## src/rtl/bsa_pkg.sv

```systemverilog
// ----------------------------------------------------------------------------
// bsa_pkg: shared types and constants of the block sub-allocator
// Word layouts, operation and status codes, sequencer states and the
// command and status bundles that run between the top level and the cells.
// ----------------------------------------------------------------------------
package bsa_pkg;

  localparam int MAX_RECORDS = 256;
  localparam int MAX_BLOCKS  = 16;
  localparam int REC_AW      = $clog2(MAX_RECORDS);
  localparam int CNT_W       = REC_AW + 1;
  localparam int BLK_W       = $clog2(MAX_BLOCKS);

  localparam logic [1:0] KIND_ALLOC = 2'd0;
  localparam logic [1:0] KIND_FREE  = 2'd1;
  localparam logic [1:0] KIND_LOOK  = 2'd2;
  localparam logic [1:0] KIND_RESET = 2'd3;

  localparam logic [2:0] ST_OK        = 3'd0;
  localparam logic [2:0] ST_TOO_LARGE = 3'd1;
  localparam logic [2:0] ST_NO_BLOCK  = 3'd2;
  localparam logic [2:0] ST_TABLE     = 3'd3;
  localparam logic [2:0] ST_BAD       = 3'd4;
  localparam logic [2:0] ST_FL_FULL   = 3'd5;

  localparam logic CFG_BLOCK_SIZE  = 1'b0;
  localparam logic CFG_BLOCK_LIMIT = 1'b1;

  typedef enum logic [3:0] {
    S_IDLE, S_CHECK, S_FRD, S_RRD, S_FCMP, S_CRD, S_CWR, S_BLK, S_BWAIT, S_LOOK
  } bsa_state_t;

  typedef struct packed {
    logic [1:0]  kind;
    logic [31:0] size;
    logic [31:0] alignment;
    logic [7:0]  handle;
  } in_word_t;

  typedef struct packed {
    logic [2:0]  status;
    logic [7:0]  handle_out;
    logic [3:0]  block_index;
    logic [31:0] offset;
    logic [31:0] granted_size;
  } out_word_t;

  typedef struct packed {
    logic [BLK_W-1:0] blk;
    logic [31:0]      off;
    logic [31:0]      size;
  } rec_t;

  // Broadcast to every cell.
  typedef struct packed {
    logic        clr;
    logic [31:0] req;
    logic [31:0] cap;
    logic [31:0] new_fill;
  } cell_cmd_t;

  typedef struct packed {
    logic        hit;
    logic        open;
    logic [31:0] fill;
  } cell_stat_t;

endpackage

```

## src/rtl/bsa_cell.sv

```systemverilog
// ----------------------------------------------------------------------------
// bsa_cell: one backing block
// Holds the fill level and open flag of one block and passes the search
// token on to its neighbor when it is open and the request does not fit here.
// ----------------------------------------------------------------------------
module bsa_cell import bsa_pkg::*; (
  input  logic       clk,
  input  logic       rst_n,
  input  cell_cmd_t  cmd,
  input  logic       upd,
  input  logic       go_i,
  output logic       go_o,
  output cell_stat_t stat
);

  logic        tok_r;
  logic        open_r, open_nxt;
  logic [31:0] fill_r, fill_nxt;
  logic        fits;

  assign fits = ({1'b0, fill_r} + {1'b0, cmd.req}) <= {1'b0, cmd.cap};

  // A closed cell ends the search: it is the block to open next.
  assign stat.hit  = tok_r & (~open_r | fits);
  assign stat.open = open_r;
  assign stat.fill = open_r ? fill_r : 32'd0;
  assign go_o      = tok_r & open_r & ~fits;

  always_comb begin
    open_nxt = open_r;
    fill_nxt = fill_r;
    if (cmd.clr) begin
      open_nxt = 1'b0;
    end else if (upd) begin
      open_nxt = 1'b1;
      fill_nxt = cmd.new_fill;
    end
  end

  always_ff @(posedge clk) begin
    if (!rst_n) begin
      tok_r  <= 1'b0;
      open_r <= 1'b0;
    end else begin
      tok_r  <= go_i;
      open_r <= open_nxt;
    end
    fill_r <= fill_nxt;
  end

endmodule

```

## config.mk

```make
export PLATFORM = sky130hd
export DESIGN_NAME = bsa_cell
export DESIGN_NICKNAME = d
export VERILOG_FILES = /design/src/rtl/bsa_pkg.sv /design/src/rtl/bsa_cell.sv
export SDC_FILE = /design/constraint.sdc
export NUM_CORES = 1
export LEC_CHECK = 0
export ABC_AREA = 0
export BUFFER_PORTS_ARGS = -buffer_cell sky130_fd_sc_hd__buf_4
export CAP_MARGIN = 20
export CELL_PAD_IN_SITES_DETAIL_PLACEMENT = 1
export CELL_PAD_IN_SITES_GLOBAL_PLACEMENT = 1
export CORE_MARGIN = 5
export CORE_UTILIZATION = 38
export CTS_BUF_LIST = sky130_fd_sc_hd__clkbuf_4
export DETAILED_ROUTE_END_ITERATION = 7
export PLACE_DENSITY = 0.83
export SYNTH_ARGS = -nofsm -noshare
export SYNTH_HDL_FRONTEND = slang
export SYNTH_SLANG_ARGS = --single-unit
```

## constraint.sdc

```tcl
create_clock -name clk -period 5.8 [get_ports clk]
set_clock_uncertainty 0.1 [all_clocks]
set_input_delay 0.87 -clock clk [delete_from_list [all_inputs] [get_ports clk]]
set_output_delay 0.87 -clock clk [all_outputs]
set_load 0.005 [all_outputs]
```

==> results.ini, run 1 <==
[outcome]
status = finished, final reports clean

[cts]
root_buffer = clkbuf_4
cts_tree = yes
clkLatencyLatePin_ns = 0.33
clkTransAtPathRegs_ns = 0.10
cts_sinks = 34
max-clock-path-buffers = 2
cts-buffers-inserted = 5
htreeDepth = 2
holdBufCountCts = 0

[floorplanning]
die_x_um = 109
dieArea_um2 = 12000
dieHeight_um = 109
initial_core_util = 0.386
core_area_um2 = 9730
io_pins = 136
row_count = 36

[global_routing]
grt_max_degree = 38
gr-total-overflow = 0
grt_pass1_vias = 3844
grt_pass1_wl_um = 18800
antenna_found_initial = 0
grt_usage = 0.201

[power]
ir_worst_vdd_v = 0.000153
cellPowerDensity_nw_per_um2 = 177
p_total_mw = 0.902
clock_power_share = 0.133
power.share.sequential = 0.333
switching_share = 0.376
leakage_nw = 2.52
p_switching_mw = 0.339
combinationalPowerShare = 0.533
p_int_mw = 0.563

[setup_path]
critPathKind = input pin to output pin
critPathCaptureType = output pin
reg2reg_from = open_r
max_stage_delay_ns = 0.39
rrSetupSlack_ns = 4.28
cp_top_family = compound AO/OA/AOI/OAI gates
cp.required_ns = 4.83
critPathArrivalTime_ns = 4.63
timing.rr.end = open_r
worstSetupStartpointType = input pin
crit_chain = buf_4 > ha_2 > inv_1 > fa_2 > nor2b_4 > o31ai_2 > a311oi_2 > o2111ai_2 > o21a_2 > xnor2_1 > ha_1 > nand4_1 > nor4_2 > buf_4 > nand4_1 > a21oi_1 > o21ai_0 > buf_4 > a221oi_2 > buf_4
cp_max_fo = 4
reg2reg_depth = 2
cpMostUsedCell = buf_4
critPathBufInv = 5
slowest_stage = fa_2

[timing]
hold_violations = 0
final_max_slew_viol_count = 0
fin_crit_sh = 0.965
relSlewSlack = 0.297
finalWorstSetupSlack_ns = 0.202
finalSetupViolations = 0
fin_crit_ns = 5.60
fmax_mhz = 179
worst_slew_pin_slew_ns = 1.05

[yosys]
synthesis.instances = 420
synth_area_um2 = 3760
yosys_register_bits = 34
synth.avg_cell_area_um2 = 8.95
ys_types = 55
async_flop_share = 0
syn_nets = 586
synth_top_flop_cell = edfxtp_1
yosys_warnings = 0
synth-seq-area-share = 0.266
synth_edf_count = 32

[drt]
wl_per_cell_um = 17.5
num_vias = 3672
dr.pass1.iters = 4
routed_wl_um = 12200
drt-initial-drc-count = 133
route.antenna.remaining_nets = 0
vias_per_cell = 5.27
drc_errors = 0

[layout]
ff_latch_area_um2 = 1000
n_fill_cell = 1182
multiInputGateArea_um2 = 2630
diodes = 0
drive_gt1_frac = 0.309
fin_cells = 697
area_growth_pct = 35.7
finish.utilization = 0.524
nets = 729

[job]
drv_cap = 0

[placed_design]
place_inst = 686
io_buffers = 135
gp_congestion = 0.885
place_ws_ns = -0.264
dp_hpwl_um = 10500

[worst_hold_path]
holdPathEnd = fill_r[8]
holdPathStages = 1
min_from = cmd[8]
hp-class = input pin to flip-flop

## sequential cells by signal (all words and copies together), names as in the netlist
name    flops
open_r      1
tok_r       1
fill_r     32
## what timing repair did
item                       in CTS  in global routing
buffers inserted                0                  3
setup endpoints to repair       2                  2
pin swaps                       1                  8
gates resized for setup         3                 15
## cell type report
cell class	count	area share
Multi-Input combinational cell	332	0.516
Timing Repair Buffer	143	0.211
Sequential cell	34	0.196
Inverter	47	0.0346
Tap cell	133	0.0326
Clock buffer	5	0.00736
Clock inverter	3	0.00221
## cells in the mapped netlist (6+ instances only)
cell / n / share of area
ha_1: 64 / 0.21
inv_1: 47 / 0.047
and2_1: 36 / 0.060
a21o_1: 24 / 0.048
nor3_1: 6 / 0.0080
nor2_1: 17 / 0.017
xnor2_1: 21 / 0.049
o211ai_1: 7 / 0.014
nand4_1: 10 / 0.017
edfxtp_1: 32 / 0.26
a211oi_1: 6 / 0.012
o21bai_1: 6 / 0.012
xor2_1: 6 / 0.014
nand2_1: 15 / 0.015
nand3_1: 8 / 0.011
a21oi_1: 35 / 0.047
o21ai_0: 13 / 0.017
## per-layer routing
layer | wire [µm] | vias to the layer above | share of wire | global-route usage
li1 | - | 1825 | - | -
met1 | 5180 | 1726 | 0.42 | 0.255
met2 | 6100 | 107 | 0.50 | 0.347
met3 | 767 | 14 | 0.063 | 0.0376
met4 | 179 | 0 | 0.015 | 0.0570
met5 | 0 | - | 0 | 0
## power by group through the flow
stage | registers, mW | logic (mW) | clock network (mW)
finish | 0.300 | 0.481 | 0.120
global route | 0.303 | 0.535 | 0.137
CTS | 0.300 | 0.467 | 0.126
detailed placement | 0.306 | 0.463 | 0
global placement | 0.304 | 0.438 | 0
floorplan | 0.298 | 0.301 | 0
## worst max path at each step
stage                 start        to  slack, ns  cells past startpoint
floorplan           cmd[64]      go_o       0.42                     18
global placement    cmd[64]      go_o      -0.06                     21
detailed placement  cmd[64]      go_o      -0.26                     21
CTS                 cmd[64]  stat[33]       0.01                     20
global route        cmd[64]  stat[33]      -0.04                     21
finish              cmd[64]  stat[33]       0.20                     20
## metrics by stage
step / setup TNS (ns) / hold WS [ns] / instance area (µm²)
after global routing: -0.0827 / 0.566 / 5100
after floorplan: 0 / 0.455 / 3760
final: 0 / 0.600 / 5100
after global placement: -0.0958 / 0.848 / 4940
after CTS: 0 / 0.578 / 5000
after detailed placement: -0.516 / 0.905 / 4940
## cells in the final DEF, fill, tap and decap left out, types with 5 or more instances in the layout
cell type / netlist / layout
nor2_1: 17 / 17
xor2_1: 6 / 6
nand4_1: 10 / 10
clkbuf_4: 1 / 5
edfxtp_1: 32 / 32
nand2_1: 15 / 15
nor3_1: 6 / 5
xnor2_1: 21 / 21
a21oi_1: 35 / 34
and2_1: 36 / 36
a21o_1: 24 / 24
a211oi_1: 6 / 6
nand3_1: 8 / 8
buf_4: 1 / 143
ha_1: 64 / 61
inv_1: 47 / 47
o211ai_1: 7 / 7
o21ai_0: 13 / 12
o21bai_1: 6 / 6
## kinds of logic (layout without fill, tap and decap cells)
| logic type | Yosys count | in the layout | share of synthesized area |
|---|---|---|---|
| multiplexers | 1 | 1 | 0.00266 |
| AND/OR/NAND/NOR | 114 | 114 | 0.168 |
| XOR/XNOR | 27 | 27 | 0.0629 |
| buffers and inverters | 54 | 198 | 0.0559 |
| adder cells (fa/ha/maj) | 65 | 65 | 0.218 |
| flip-flops | 34 | 34 | 0.266 |
| AO/OA/AOI/OAI | 125 | 125 | 0.226 |
(Power assumes the default switching activity.)
==> run 2, diff against run 1 <==
Settings changed: REMOVE_ABC_BUFFERS from default to 1.
==> results.ini, run 2 (synthesis gave the netlist of run 1 again) <==
[outcome]
status = finished, final reports clean

[worst_hold_path]
hp-class = flip-flop to flip-flop

[placed_design]
gp_congestion = 0.864  ; -2.4%
io_buffers = 135  ; unchanged
dp_hpwl_um = 10400  ; -0.36%
place_inst = 684  ; -0.29%

[timing]
fin_crit_ns = 5.61  ; +0.0146 ns
worst_hold_slack_ns = 0.519  ; -0.0808 ns
relSlewSlack = 0.394  ; +0.0969
fin_crit_sh = 0.968  ; +0.00252
worst_slew_pin_slew_ns = 0.907  ; -0.146 ns
fmax_mhz = 178  ; -0.26%
rsz0062_at_grt = true
final_max_slew_viol_count = 0  ; unchanged
fin_setup_tns_ns = 0  ; unchanged
hold_violations = 0  ; unchanged
finalSetupViolations = 0  ; unchanged

[setup_path]
max_stage_delay_ns = 0.38  ; about the same
critPathCaptureType = output pin
crit_chain = buf_4 > ha_1 > inv_1 > fa_2 > nor2b_4 > o31ai_4 > a311oi_2 > o2111ai_2 > nor2b_1 > xnor2_1 > ha_1 > a21oi_1 > nor2_1 > a211oi_1 > o32ai_2 > a211oi_1 > o21ai_1 > buf_4 > a221oi_2 > buf_4
critPathKind = input pin to output pin
cpMostUsedCell = buf_4
critPathArrivalTime_ns = 4.64  ; about the same
slowest_stage = fa_2
worstSetupStartpointType = input pin
cp_max_fo = 4  ; unchanged
cp.required_ns = 4.83  ; about the same

[layout]
fin_cells = 697  ; unchanged
nets = 729  ; unchanged
largest_register = fill_r
n_fill_cell = 1201  ; +1.6%
area_growth_pct = 36.1
top_regs = fill_r (32), open_r (1), tok_r (1)
diodes = 0  ; unchanged
final_cell_mix = buf_4, ha_1, inv_1
largest_register_ffs = 32  ; unchanged
drive_gt1_frac = 0.301  ; -0.00709
final_common_cell = buf_4
finish.utilization = 0.525  ; +0.00129

[cts]
root_buffer = clkbuf_4
cts-buffers-inserted = 5  ; unchanged
cts_tree = yes
clkLatencyLatePin_ns = 0.33  ; about the same
htreeDepth = 2  ; unchanged
max-clock-path-buffers = 2  ; unchanged
clkTransAtPathRegs_ns = 0.10  ; about the same
cts_sinks = 34  ; unchanged

[floorplanning]
dieArea_um2 = 12000  ; unchanged
core_area_um2 = 9730  ; unchanged
die_x_um = 109  ; unchanged
initial_core_util = 0.386  ; unchanged
row_count = 36  ; unchanged
dieHeight_um = 109  ; unchanged
io_pins = 136  ; unchanged

[global_routing]
gr-total-overflow = 0  ; unchanged
grt_usage = 0.202  ; +0.000618
antenna_found_initial = 0  ; unchanged
grt_pass1_vias = 3982  ; +3.6%
grt_pass1_wl_um = 19000  ; +1.1%
grt_max_degree = 38  ; unchanged

[drt]
drc_errors = 0  ; unchanged
routed_wl_um = 12300  ; +0.36%
num_vias = 3732  ; +1.6%
wl_per_cell_um = 17.6  ; +0.36%
vias_per_cell = 5.35  ; +1.6%
dr.pass1.iters = 4  ; unchanged
drt-initial-drc-count = 145  ; +9.0%
route.antenna.remaining_nets = 0  ; unchanged

[power]
ir_worst_vdd_v = 0.000134  ; -13%
leakage_nw = 2.55  ; +0.85%
cellPowerDensity_nw_per_um2 = 179  ; +1.5%

[job]
drv_cap = 0  ; unchanged

==> run 2: cell types whose count changed in the layout (fill, tap and decap cells not counted), sizes merged <==
| cell | previous run | this run |
|---|---|---|
| clkbuf | 5 | 7 |
| clkinv | 3 | 1 |
==> run 2: repair_timing <==
item                                    in CTS  in global routing
pin swaps                                    3                  7
hold buffers                                 0                  0
gates resized for setup                      4                 10
setup buffers                                1                  3
endpoints found under the setup margin       2                  2
==> run 2: final timing paths <==
| path | startpoint | to | slack [ns] | depth (start not counted) |
|---|---|---|---|---|
| hold reg to reg | open_r | open_r | 0.52 | 2 |
| setup reg to reg | open_r | open_r | 4.88 | 2 |
| hold / removal | open_r | open_r | 0.52 | 2 |
| setup / recovery | cmd[64] | stat[33] | 0.19 | 20 |
==> run 2: report_power, final <==
group          switching (mW)  total [mW]  internal [mW]
registers              0.0101       0.297          0.287
logic                   0.254       0.486          0.232
clock network          0.0783       0.134         0.0560
total                   0.342       0.917          0.575
==> run 2: worst max-delay path: cells and delay by family <==
kind                       cells  cell delay, ns
AOI/OAI and AO/OA              9            1.78
xor gates and xnor gates       1            0.26
adders and majority gates      3            0.87
buffers and inverters          4            0.45
and+or+nand+nor                3            0.41
==> run 2: metal layers <==
layer | vias to the layer above | global-route usage | share of wire
li1 | 1828 | - | -
met2 | 100 | 0.358 | 0.50
met4 | 0 | 0.0561 | 0.020
met3 | 19 | 0.0393 | 0.058
met5 | - | 0 | 0
met1 | 1785 | 0.247 | 0.42
==> run 2: stage by stage <==
| step | setup slack (ns) | cell area [µm²] | total power, mW |
|---|---|---|---|
| after floorplan | 0.422 | 3720 | 0.597 |
| final | 0.187 | 5110 | 0.917 |
| after global routing | -0.0227 | 5110 | 0.989 |
| after global placement | -0.144 | 4930 | 0.742 |
| after detailed placement | -0.312 | 4930 | 0.771 |
| after CTS | 0.0547 | 5010 | 0.910 |
==> run 2: final cells by class <==
cell class,instances,area (µm²),area share
Tap cell,133,166,0.0326
Multi-Input combinational cell,332,2620,0.512
Clock inverter,1,3.75,0.000734
Sequential cell,34,1000,0.196
Inverter,47,176,0.0345
Timing Repair Buffer,143,1090,0.214
Clock buffer,7,52.6,0.0103
==> run 3, diff against run 2 <==
Settings changed: CORE_MARGIN 5 to default, REMOVE_ABC_BUFFERS 1 to default.
==> results.ini, run 3 (synthesis gave the netlist of run 1 again) <==
[drt]
routed_wl_um = 12400  ; +0.71%
wl_per_cell_um = 17.8  ; +0.85%
drc_errors = 0  ; unchanged
vias_per_cell = 5.34  ; -0.29%
num_vias = 3716  ; -0.43%
drt-initial-drc-count = 95  ; -34%
route.antenna.remaining_nets = 0  ; unchanged
dr.pass1.iters = 4  ; unchanged

[global_routing]
globalRouteMet3Util = 0.0359  ; -0.00346
grt.met1_usage = 0.314  ; +0.0663
top_usage_layer = met2
gr-total-overflow = 0  ; unchanged
use_met2 = 0.428  ; +0.0696
grt_max_degree = 38  ; unchanged
grt_usage = 0.244  ; +0.0428
grt_pass1_vias = 3927  ; -1.4%
grt_pass1_wl_um = 19300  ; +1.8%
antenna_found_initial = 0  ; unchanged

[layout]
ff_latch_area_um2 = 1000  ; unchanged
nets = 732  ; +0.41%
drive_gt1_frac = 0.316  ; +0.0143
n_fill_cell = 1114  ; -7.2%
largest_register = fill_r
final_cell_mix = buf_4, ha_1, inv_1
diodes = 0  ; unchanged
multiInputGateArea_um2 = 2650  ; +1.3%
area_growth_pct = 37.1
final_common_cell = buf_4
largest_register_ffs = 32  ; unchanged
final_area_um2 = 5150  ; +0.73%
top_regs = fill_r (32), open_r (1), tok_r (1)

[setup_path]
cpMostUsedCell = buf_4
crit_chain = buf_4 > ha_1 > o211ai_1 > o211a_1 > o21a_1 > a311o_1 > a21oi_1 > xor2_1 > ha_1 > nand4_1 > nor4_4 > inv_2 > o32ai_2 > a211oi_2 > o21ai_1 > buf_4 > o211a_1 > buf_4
worstSetupStartpointType = input pin
timing.rr.end = open_r
critPathKind = input pin to output pin
slowest_stage = ha_1
max_stage_delay_ns = 0.36  ; -0.02 ns
cp.required_ns = 4.83  ; about the same
reg2reg_from = open_r
cp_max_fo = 4  ; unchanged
critPathCaptureType = output pin
critPathArrivalTime_ns = 4.66  ; +0.02 ns
reg2reg_depth = 3  ; +1
rrSetupSlack_ns = 4.58  ; -0.30 ns

[worst_hold_path]
min_from = cmd[96]
holdPathStages = 2  ; unchanged
hp-class = input pin to flip-flop
holdPathEnd = open_r

[power]
cellPowerDensity_nw_per_um2 = 180  ; +0.28%
ir_worst_vdd_v = 0.000131  ; -2.5%
leakage_nw = 2.56  ; +0.65%
p_total_mw = 0.927  ; +1.0%

[floorplanning]
initial_core_util = 0.399  ; +0.0129
core_area_um2 = 9420  ; -3.2%
dieHeight_um = 101  ; -7.3%
io_pins = 136  ; unchanged
row_count = 35  ; -2.8%
dieArea_um2 = 10300  ; -14%
die_x_um = 101  ; -7.3%

[timing]
worst_hold_slack_ns = 0.593  ; +0.0743 ns
relSlewSlack = 0.597  ; +0.203
finalWorstSetupSlack_ns = 0.174  ; -0.0130 ns
fin_crit_sh = 0.970  ; +0.00224
fin_crit_ns = 5.63  ; +0.0130 ns
finalSetupViolations = 0  ; unchanged
hold_violations = 0  ; unchanged
final_max_slew_viol_count = 0  ; unchanged
worst_slew_pin_slew_ns = 0.600  ; -0.307 ns
fmax_mhz = 178  ; -0.23%

[cts]
htreeDepth = 2  ; unchanged
root_buffer = clkbuf_4
cts-buffers-inserted = 5  ; unchanged
clkLatencyLatePin_ns = 0.34  ; about the same
cts_tree = yes
clkTransAtPathRegs_ns = 0.11  ; about the same
max-clock-path-buffers = 2  ; unchanged
cts_sinks = 34  ; unchanged

[placed_design]
dp_hpwl_um = 10400  ; -0.92%
place_ws_ns = -0.322  ; -0.0104 ns
placed_area_um2 = 4950  ; +0.25%
gp_congestion = 0.898  ; +3.9%
io_buffers = 135  ; unchanged

[outcome]
status = finished, final reports clean

[job]
drv_cap = 0  ; unchanged

-- run 3: changes by cell type in the layout (fill, tap and decap cells not counted), moves of 2 or more --
cell | before | now
buf_4 | 142 | 145
ha_1 | 64 | 61
ha_2 | 0 | 2
o21ai_0 | 11 | 9
o21ai_1 | 3 | 5
-- run 3: area by class of cell --
cell class,instances,area share
Clock inverter,2,0.00170
Tap cell,129,0.0313
Inverter,47,0.0343
Multi-Input combinational cell,332,0.515
Sequential cell,34,0.194
Clock buffer,6,0.00875
Timing Repair Buffer,146,0.214
-- run 3: timing repair --
| action | in CTS | in global routing |
|---|---|---|
| setup buffers | 0 | 4 |
| resized for setup | 4 | 20 |
| cloned | 0 | 0 |
| pin swaps | 2 | 15 |
| endpoints found under the setup margin | 2 | 2 |
| hold endpoints to repair | 0 | 0 |
| hold buffers | 0 | 0 |
-- run 3: worst max-delay path by stage --
stage | from | endpoint | slack (ns) | cells after the start
after floorplan | cmd[64] | go_o | 0.42 | 18
after global placement | cmd[64] | go_o | -0.07 | 21
after detailed placement | cmd[64] | go_o | -0.32 | 21
after CTS | cmd[73] | go_o | 0.02 | 19
after global routing | cmd[77] | stat[33] | -0.02 | 17
final | cmd[67] | go_o | 0.17 | 18
-- run 3: metal layers --
metal / vias up / wire, µm
li1: 1835 / -
met1: 1768 / 5470
met2: 96 / 6070
met3: 17 / 596
met4: 0 / 215
met5: - / 0
-- run 3: critical path: cells and delay by family --
family	cells	cell delay, ns
AO/OA/AOI/OAI	9	1.99
AND/OR/NAND/NOR	2	0.52
adder cells (fa/ha/maj)	2	0.67
XOR/XNOR	1	0.16
buffers and inverters	4	0.44
-- run 3: metrics by stage --
step	TNS [ns]	instances	util
finish	0	696	0.547
global route	-0.0291	696	0.547
CTS	0	691	0.533
detailed placement	-0.629	683	0.525
global placement	-0.116	683	0.525
floorplan	0	420	-
-- run 3: power breakdown --
| group | leakage [nW] | switching (mW) | internal, mW |
|---|---|---|---|
| clock network | 0.0331 | 0.0795 | 0.0502 |
| logic | 2.21 | 0.261 | 0.238 |
| registers | 0.317 | 0.0111 | 0.287 |
| total | 2.56 | 0.352 | 0.575 |
